### src/hdl/ccrng_pkg.sv
// ----------------------------------------------------------------------------
// ccrng_pkg
// Types, constants and helpers for the ChaCha20 random generator core.
// ----------------------------------------------------------------------------
package ccrng_pkg;

   localparam int MAX_REQUEST_BYTES = 512;
   localparam int DOUBLE_ROUNDS     = 10;
   localparam int ROUND_W           = $clog2(2 * DOUBLE_ROUNDS + 1);

   localparam logic [31:0] SIGMA0 = 32'h61707865;
   localparam logic [31:0] SIGMA1 = 32'h3320646e;
   localparam logic [31:0] SIGMA2 = 32'h79622d32;
   localparam logic [31:0] SIGMA3 = 32'h6b206574;

   typedef enum logic [1:0] {
      FUNC_SEED     = 2'd0,
      FUNC_RESEED   = 2'd1,
      FUNC_GENERATE = 2'd2,
      FUNC_UNUSED   = 2'd3
   } func_type;

   typedef enum logic [2:0] {
      ST_IDLE,
      ST_QR,
      ST_FINAL,
      ST_OUT,
      ST_REKEY
   } state_type;

   typedef struct packed {
      logic [1:0]  func;
      logic [63:0] seed_word0;
      logic [63:0] seed_word1;
      logic [63:0] seed_word2;
      logic [63:0] seed_word3;
      logic        key_present;
      logic [63:0] nonce_value;
      logic        nonce_present;
      logic [9:0]  byte_count;
   } req_type;

   typedef struct packed {
      logic [63:0] random_word;
      logic [3:0]  valid_bytes;
      logic        last;
   } rsp_type;

   function automatic logic [31:0] rotl(input logic [31:0] v, input int s);
      rotl = (v << s) | (v >> (32 - s));
   endfunction

endpackage

### src/hdl/chacha20_random_generator_core.sv
// ----------------------------------------------------------------------------
// chacha20_random_generator_core
// ChaCha20 random generator: seed, reseed and generate on one shared
// quarter-round unit.
// ----------------------------------------------------------------------------
// Usage: an item on req_* is seed, reseed or generate. Seed updates the key
// and nonce where their present bits are set and clears the block counter.
// Reseed runs one block and rekeys. Generate emits ceil(n/8) items on
// rsp_*, n saturated to 512 bytes; each 64-byte block runs ten double
// rounds (one quarter round per cycle on the shared unit, eight per double
// round), then the final add, then up to eight words, one per item. A full
// 512-byte request runs eight blocks. Only reseed and nonzero generate
// requests raise req_stall; it stays high after acceptance until the
// request is finished. The result register holds its item while rsp_stall
// is high; the block waits for it to be taken before issuing the next
// item. Reset clears key, nonce and counter to zero and drops rsp_valid.
// ----------------------------------------------------------------------------
module chacha20_random_generator_core (
   input  logic                clock,
   input  logic                reset,
   input  logic                req_valid,
   output logic                req_stall,
   input  ccrng_pkg::req_type  req_data,
   output logic                rsp_valid,
   input  logic                rsp_stall,
   output ccrng_pkg::rsp_type  rsp_data
);
   import ccrng_pkg::*;

   state_type   state_ff, state_in;
   logic [31:0] w_ff [16];
   logic [31:0] w_in [16];
   logic [63:0] key_ff [4];
   logic [63:0] key_in [4];
   logic [63:0] nonce_ff, nonce_in, ctr_ff, ctr_in;
   req_type     req_ff, req_in;
   logic [9:0]  left_ff, left_in;
   logic [2:0]  widx_ff, widx_in, qr_ff, qr_in;
   logic [ROUND_W-1:0] rnd_ff, rnd_in;
   logic        rsp_valid_ff, rsp_valid_in;
   rsp_type     rsp_ff, rsp_in;

   logic        accept;
   logic [3:0]  ia, ib, ic, id;
   logic [31:0] a1, d1, c1, b1, a2, d2, c2, b2;
   logic [31:0] init [16];
   logic [63:0] word, mask;
   logic [3:0]  vb;

   assign accept    = req_valid && !req_stall;
   assign req_stall = (state_ff != ST_IDLE);
   assign rsp_valid = rsp_valid_ff;
   assign rsp_data  = rsp_ff;

   always_comb begin
      init[0] = SIGMA0; init[1] = SIGMA1; init[2] = SIGMA2; init[3] = SIGMA3;
      for (int i = 0; i < 4; i++) begin
         init[4 + 2 * i] = key_ff[i][31:0];
         init[5 + 2 * i] = key_ff[i][63:32];
      end
      init[12] = ctr_ff[31:0];   init[13] = ctr_ff[63:32];
      init[14] = nonce_ff[31:0]; init[15] = nonce_ff[63:32];
   end

   // quarter-round index select: columns then diagonals
   always_comb begin
      ia = {2'b00, qr_ff[1:0]};
      ib = qr_ff[2] ? {2'b01, qr_ff[1:0] + 2'd1} : {2'b01, qr_ff[1:0]};
      ic = qr_ff[2] ? {2'b10, qr_ff[1:0] + 2'd2} : {2'b10, qr_ff[1:0]};
      id = qr_ff[2] ? {2'b11, qr_ff[1:0] + 2'd3} : {2'b11, qr_ff[1:0]};
   end

   // shared quarter-round unit
   always_comb begin
      a1 = w_ff[ia] + w_ff[ib];
      d1 = rotl(w_ff[id] ^ a1, 16);
      c1 = w_ff[ic] + d1;
      b1 = rotl(w_ff[ib] ^ c1, 12);
      a2 = a1 + b1;
      d2 = rotl(d1 ^ a2, 8);
      c2 = c1 + d2;
      b2 = rotl(b1 ^ c2, 7);
   end

   always_comb begin
      word = {w_ff[{widx_ff, 1'b1}], w_ff[{widx_ff, 1'b0}]};
      vb   = (left_ff > 10'd8) ? 4'd8 : left_ff[3:0];
      mask = (vb == 4'd8) ? '1 : ((64'd1 << {vb, 3'b000}) - 64'd1);
   end

   always_comb begin
      state_in = state_ff;
      unique case (state_ff)
         ST_IDLE: begin
            if (accept) begin
               priority case (func_type'(req_data.func))
                  FUNC_RESEED: state_in = ST_QR;
                  FUNC_GENERATE: if (req_data.byte_count != '0) state_in = ST_QR;
                  default: state_in = ST_IDLE;
               endcase
            end
         end
         ST_QR:
            if (qr_ff == 3'd7 && rnd_ff == ROUND_W'(DOUBLE_ROUNDS - 1))
               state_in = ST_FINAL;
         ST_FINAL:
            state_in = (func_type'(req_ff.func) == FUNC_RESEED) ? ST_REKEY : ST_OUT;
         ST_OUT:
            if (!(rsp_valid_ff && rsp_stall)) begin
               if (left_ff <= 10'd8) state_in = ST_IDLE;
               else if (widx_ff == 3'd7) state_in = ST_QR;
            end
         ST_REKEY: state_in = ST_IDLE;
         default: state_in = ST_IDLE;
      endcase
   end

   always_comb begin
      w_in = w_ff;
      key_in = key_ff;
      nonce_in = nonce_ff;
      ctr_in = ctr_ff;
      req_in = req_ff;
      left_in = left_ff;
      widx_in = widx_ff;
      qr_in = qr_ff;
      rnd_in = rnd_ff;
      rsp_valid_in = rsp_valid_ff && rsp_stall;
      rsp_in = rsp_ff;
      unique case (state_ff)
         ST_IDLE: begin
            w_in = init;
            qr_in = '0;
            rnd_in = '0;
            widx_in = '0;
            if (accept) begin
               req_in = req_data;
               left_in = (req_data.byte_count > 10'(MAX_REQUEST_BYTES))
                  ? 10'(MAX_REQUEST_BYTES) : req_data.byte_count;
               if (func_type'(req_data.func) == FUNC_SEED) begin
                  if (req_data.key_present) begin
                     key_in[0] = req_data.seed_word0;
                     key_in[1] = req_data.seed_word1;
                     key_in[2] = req_data.seed_word2;
                     key_in[3] = req_data.seed_word3;
                  end
                  if (req_data.nonce_present) nonce_in = req_data.nonce_value;
                  ctr_in = '0;
               end
            end
         end
         ST_QR: begin
            w_in[ia] = a2; w_in[ib] = b2; w_in[ic] = c2; w_in[id] = d2;
            qr_in = qr_ff + 3'd1;
            if (qr_ff == 3'd7) rnd_in = rnd_ff + ROUND_W'(1);
         end
         ST_FINAL: begin
            for (int i = 0; i < 16; i++) w_in[i] = w_ff[i] + init[i];
            ctr_in = ctr_ff + 64'd1;
            widx_in = '0;
         end
         ST_OUT: begin
            if (!(rsp_valid_ff && rsp_stall)) begin
               rsp_valid_in = 1'b1;
               rsp_in.random_word = word & mask;
               rsp_in.valid_bytes = vb;
               rsp_in.last = (left_ff <= 10'd8);
               left_in = left_ff - {6'd0, vb};
               widx_in = widx_ff + 3'd1;
               if (widx_ff == 3'd7) begin
                  w_in = init;
                  qr_in = '0;
                  rnd_in = '0;
               end
            end
         end
         ST_REKEY: begin
            key_in[0] = {w_ff[1], w_ff[0]} ^ req_ff.seed_word0;
            key_in[1] = {w_ff[3], w_ff[2]} ^ req_ff.seed_word1;
            key_in[2] = {w_ff[5], w_ff[4]} ^ req_ff.seed_word2;
            key_in[3] = {w_ff[7], w_ff[6]} ^ req_ff.seed_word3;
            if (req_ff.nonce_present) nonce_in = req_ff.nonce_value;
            ctr_in = '0;
         end
         default: ;
      endcase
   end

   always_ff @(posedge clock) begin
      if (reset) begin
         state_ff <= ST_IDLE;
         rsp_valid_ff <= 1'b0;
         for (int i = 0; i < 4; i++) key_ff[i] <= '0;
         nonce_ff <= '0;
         ctr_ff <= '0;
      end else begin
         state_ff <= state_in;
         rsp_valid_ff <= rsp_valid_in;
         key_ff <= key_in;
         nonce_ff <= nonce_in;
         ctr_ff <= ctr_in;
      end
      w_ff <= w_in;
      req_ff <= req_in;
      left_ff <= left_in;
      widx_ff <= widx_in;
      qr_ff <= qr_in;
      rnd_ff <= rnd_in;
      rsp_ff <= rsp_in;
   end

endmodule

### config.mk
export PLATFORM = sky130hd
export DESIGN_NAME = chacha20_random_generator_core
export DESIGN_NICKNAME = d
export VERILOG_FILES = /design/src/hdl/ccrng_pkg.sv /design/src/hdl/chacha20_random_generator_core.sv
export SDC_FILE = /design/constraint.sdc
export NUM_CORES = 2
export LEC_CHECK = 0
export BUFFER_PORTS_ARGS = -buffer_cell sky130_fd_sc_hd__buf_4
export CORE_MARGIN = 10
export CORE_UTILIZATION = 40
export CTS_CLUSTER_DIAMETER = 200
export DETAILED_ROUTE_END_ITERATION = 10
export HOLD_SLACK_MARGIN = 0.08
export PLACE_DENSITY = 0.55
export SETUP_SLACK_MARGIN = 0.15
export SKIP_LAST_GASP = 1
export SLEW_MARGIN = 5
export SYNTH_ARGS = -nofsm -noshare
export SYNTH_HDL_FRONTEND = slang
export SYNTH_SLANG_ARGS = --single-unit
### constraint.sdc
create_clock -name clock -period 29.7 [get_ports clock]
set_input_delay 2.97 -clock clock [delete_from_list [all_inputs] [get_ports clock]]
set_output_delay 2.97 -clock clock [all_outputs]
set_load 0.03 [all_outputs]
# Yosys cells after proc, flatten, opt, wreduce, memory -nomap -nowiden
# Index checks and enable logic that the tools add are counted.
# Widths: inputs -> output; s select.
# totals
reg_bits	1313
latch_bits	0
mem_bits_rw	0
mem_bits_ro	0
out_inout_bits	71
elab_cells	226
mem_count	0
# classes
add_sub_neg	29
n_mul	0
div	0
n_lt_le_gt_ge	13
eq_ne	22
shifts	1
mux	73
n_bitwise	20
reduce_logical	30
# op_table
operator	count
$bwmux 512	4
$pmux 512 s4	1
$mux 512	2
$bmux 32 s4	6
$mux 256	3
$add 32x32->32	16
$demux 32 s4	4
$mux 32	16
$pmux 256 s2	1
$mux 64	7
$xor 64x64->64	4
$pmux 64 s3	1
$pmux 64 s2	1
$xor 32x32->32	4
$add 32x31->32 const B	3
$add 64x1->64 const B	1
$and 64x64->64	1
$shl 1x7->64 const A	1
$sub 64x1->64 const B	1
$add 32x30->32 const B	1
$or 32x12->32	1
$or 32x16->32	1
$or 32x7->32	1
$or 32x8->32	1
47 further kinds	106

# Longest topological paths before layout
# logic_depth
depth_word	22
depth_mapped	72
ltp_nobuf	68

# Least setup slack after synthesis
# Ideal clock, no wire load.
# synth_timing
path_type	input port to flip-flop
from	input port rsp_stall
to	register w_ff[0] in the netlist's numbering, enable pin
setup_ps	1392
arrival_time_ps	24170
required_time_ps	28308
path_slack_ps	4138
path_stages	3
n_path_buf	0
cell_sequence	nand2_1 a21oi_1 nor2_1
# synth_between
elab_chain_len	3
# synth_rtl
item	line_no	text
start, declared	chacha20_random_generator_core.sv:25	input logic rsp_stall,
$logic_and 1x1->1	chacha20_random_generator_core.sv:163	if (!(rsp_valid_ff && rsp_stall)) begin
$ne 2x2->1 (no line)	-	
$reduce_and 3->1 (no line)	-	
end signal, assigned	chacha20_random_generator_core.sv:203	w_ff <= w_in;
end, declared	chacha20_random_generator_core.sv:31	logic [31:0] w_ff [16];
# Every way passes these cells.
# A chain may end at the register's enable or synchronous reset.

==> reports/results.tsv <==
stage	metric	value	unit
outcome	status	complete, but fails checks	
outcome	violated checks	DRC	
clock_tree	CTS root buffer	clkbuf_16	
floorplanning	core footprint	227000	um^2
clock_tree	CTS Hold Buffers Added	0	
clock_tree	CTS tree	yes	
yosys	sequential area share after synthesis	39.0	%
floorplanning	die area	247000	um^2
timing	Setup violations, final	0	
clock_tree	clock sinks	1313	
yosys	Post-Syn Instances	9536	
yosys	EDFF count, synth	925	
timing	Final Max Slew Viols	0	
yosys	main flop type after synthesis	edfxtp_1	
critical_path	Critical Path AT	21250	ps
yosys	post-synthesis register bit count	1313	
placed_design	port bufs	408	
timing	Slew HR	7.58	%
drt	TritonRoute pass-1 iters	11	
critical_path	Most common cell on crit path	xnor2_1	
finish	fillers	21400	
clock_tree	worst skew pair latency	890	ps
clock_tree	Post-CTS Setup Inserts	0	
timing	min cycle time layout	20650	ps
grt	Congestion Overflow GR	0	
drt	Detailed Route WL	457	mm
critical_path	type of the worst setup path	flip-flop to flip-flop	
critical_path	CP required	30300	ps
critical_path	crit path max fanout	36	
finish	post-layout util	45.7	%
drt	DR DRC count	3	
drt	Detail Route Antenna Nets	0	
grt	number of global-route vias before repair	77200	
timing	Final Hold Violating Endpoints	0	
job	max_cap viols	0	
yosys	syn_area_per_cell	9.55	um^2
critical_path	Startpoint Class	flip-flop	
floorplanning	Die Span Y	497	um
floorplanning	die width	497	um
placed_design	placed wire-length estimate	354	mm
critical_path	Slowest-stage cell, CP	xor2_1	
drt	vias per cell	6.46	
clock_tree	CTS Buf Count	162	
timing	Worst-Margin Slew	1370	ps
finish	NumNets Final	10700	
floorplanning	Rows	175	
finish	most common cell after layout, fill and taps aside	nor2_1	
timing	FMAX	48.4	MHz
timing	crit share post-route	69.5	%
yosys	ys async rst share	0	%
critical_path	CP endpoint kind	flip-flop	
yosys	syn_nets	10400	
finish	commonest non-fill, non-tap cells in the layout	nor2_1 (1170), edfxtp_1 (925), a21oi_1 (817), nand2_1 (727), o21ai_0 (721)	
yosys	post-synth cell types	100	
critical_path	delay-heaviest family, CP	compound AO/OA/AOI/OAI gates	
drt	initial DRC count	12600	
yosys	mapped cell area	91100	um^2
finish	area of the multi-input gates	53000	um^2
clock_tree	clk buf depth	3	
drt	vias	83900	
grt	all-layer global routing usage	35.2	%
clock_tree	clk slew on worst S/H paths	70	ps
clock_tree	Post-CTS Resized	0	
grt	first-pass GRT wire length	625	mm
timing	setup TNS	0	ps
placed_design	gpl congestion	1.03	
critical_path	CP max stage delay	1060	ps
critical_path	CP bufs+invs	6	
drt	DR WL/cell	35.2	um
floorplanning	io pins	409	
clock_tree	H-Tree Level Count	4	
timing	RSZ-0062 raised after global routing	no	
grt	largest net degree at the start of global routing	184	
floorplanning	Initial Util	40.1	%
finish	register area	35500	um^2
finish	layout cells sized above 1	13.3	%
worst_hold_path	hold crit path type	flip-flop to flip-flop	
timing	WHS	523	ps
grt	initial antenna violation count	40	
yosys	Ys Warns	0	
finish	Layout Area Growth over Synthesis	13.9	%
timing	Worst Skew	58.4	ps
## registers in the layout, summed over array words and instances, names as in the netlist, 5 cells and up
| name | count |
|---|---|
| left_ff | 10 |
| rsp_data | 69 |
| rnd_ff | 5 |
| nonce_ff | 64 |
| init | 256 |
| w_ff | 512 |
| ctr_ff | 64 |
| req_ff | 323 |
## synth_stat cells (all sizes together) (58+ instances only)
cell    instances  area (um^2)
xnor2         606         5370
and3           78          488
buf            95          380
edfxtp        925        27800
a22oi         200         1500
mux2i         101         1010
xor2          263         2300
nor2b          59          369
a21oi         821         4120
a222oi         95          951
or3            58          363
inv           230          863
nor3          129          646
nand2b         86          538
a211oi        339         2550
a21o          143         1070
nor2         1180         4430
a221o          81          811
o21ai         736         3690
o21a           59          443
o21bai         91          683
a311oi         72          631
mux4          256         5770
ha            508         6360
dfxtp         388         7770
nand2         735         2760
clkbuf        471         1770
nand3         148          741
## logic make-up (layout without fill, tap and decap cells)
kind of cell / Yosys count / after routing / share of synthesized area (%)
AOI/OAI and AO/OA: 2994 / 2994 / 21.4
xor gates and xnor gates: 875 / 875 / 8.57
adders and majority gates: 527 / 527 / 7.36
buffers and inverters: 797 / 1202 / 3.31
DFF: 1313 / 1313 / 39.0
muxes: 360 / 360 / 7.48
other: 1 / 31 / 0.00412
and+or+nand+nor: 2669 / 2669 / 12.8
## layout make-up
cell class / instances / share of cell area (%)
antenna: 30 / 0.0723
sequential: 1313 / 34.3
tap: 3009 / 3.63
clock inverter: 76 / 0.763
inverter: 231 / 0.836
multi-input combinational: 7426 / 51.0
clock buffer: 230 / 4.48
timing repair buffer: 665 / 4.95
## tightest hold or removal path, cell delays in order (launching register included)
cell,delay [ps]
dfxtp_1,320
nor2_1,100
a311oi_1,50
## final timing paths
path | end | slack, ps | start | cells past startpoint
hold reg to reg | nonce_ff[47] | 520 | nonce_ff[47] | 2
setup / recovery | w_ff[322] | 9050 | qr_ff[0] | 61
hold / removal | nonce_ff[47] | 520 | nonce_ff[47] | 2
setup reg to reg | w_ff[322] | 9050 | qr_ff[0] | 61
## through the flow
step | area [um^2] | cells | worst slack, ps
after global placement | 98300 | 12600 | 9790
after CTS | 104000 | 13000 | 9540
after global routing | 104000 | 13000 | 8090
final | 104000 | 13000 | 9050
after floorplan | 91100 | 9536 | 4140
after detailed placement | 98300 | 12600 | 9650
## per-layer routing
| layer | GRT usage, % | vias up | part of all wire [%] |
|---|---|---|---|
| li1 | - | 36400 | - |
| met1 | 46.7 | 41300 | 40 |
| met2 | 52.7 | 5262 | 43 |
| met3 | 7.47 | 962 | 9.7 |
| met4 | 20.9 | 18 | 7.3 |
| met5 | 0 | - | 0.027 |
Power is not shown: default switching activity piles up to over one toggle a cycle in this logic, so the estimate is an artifact.
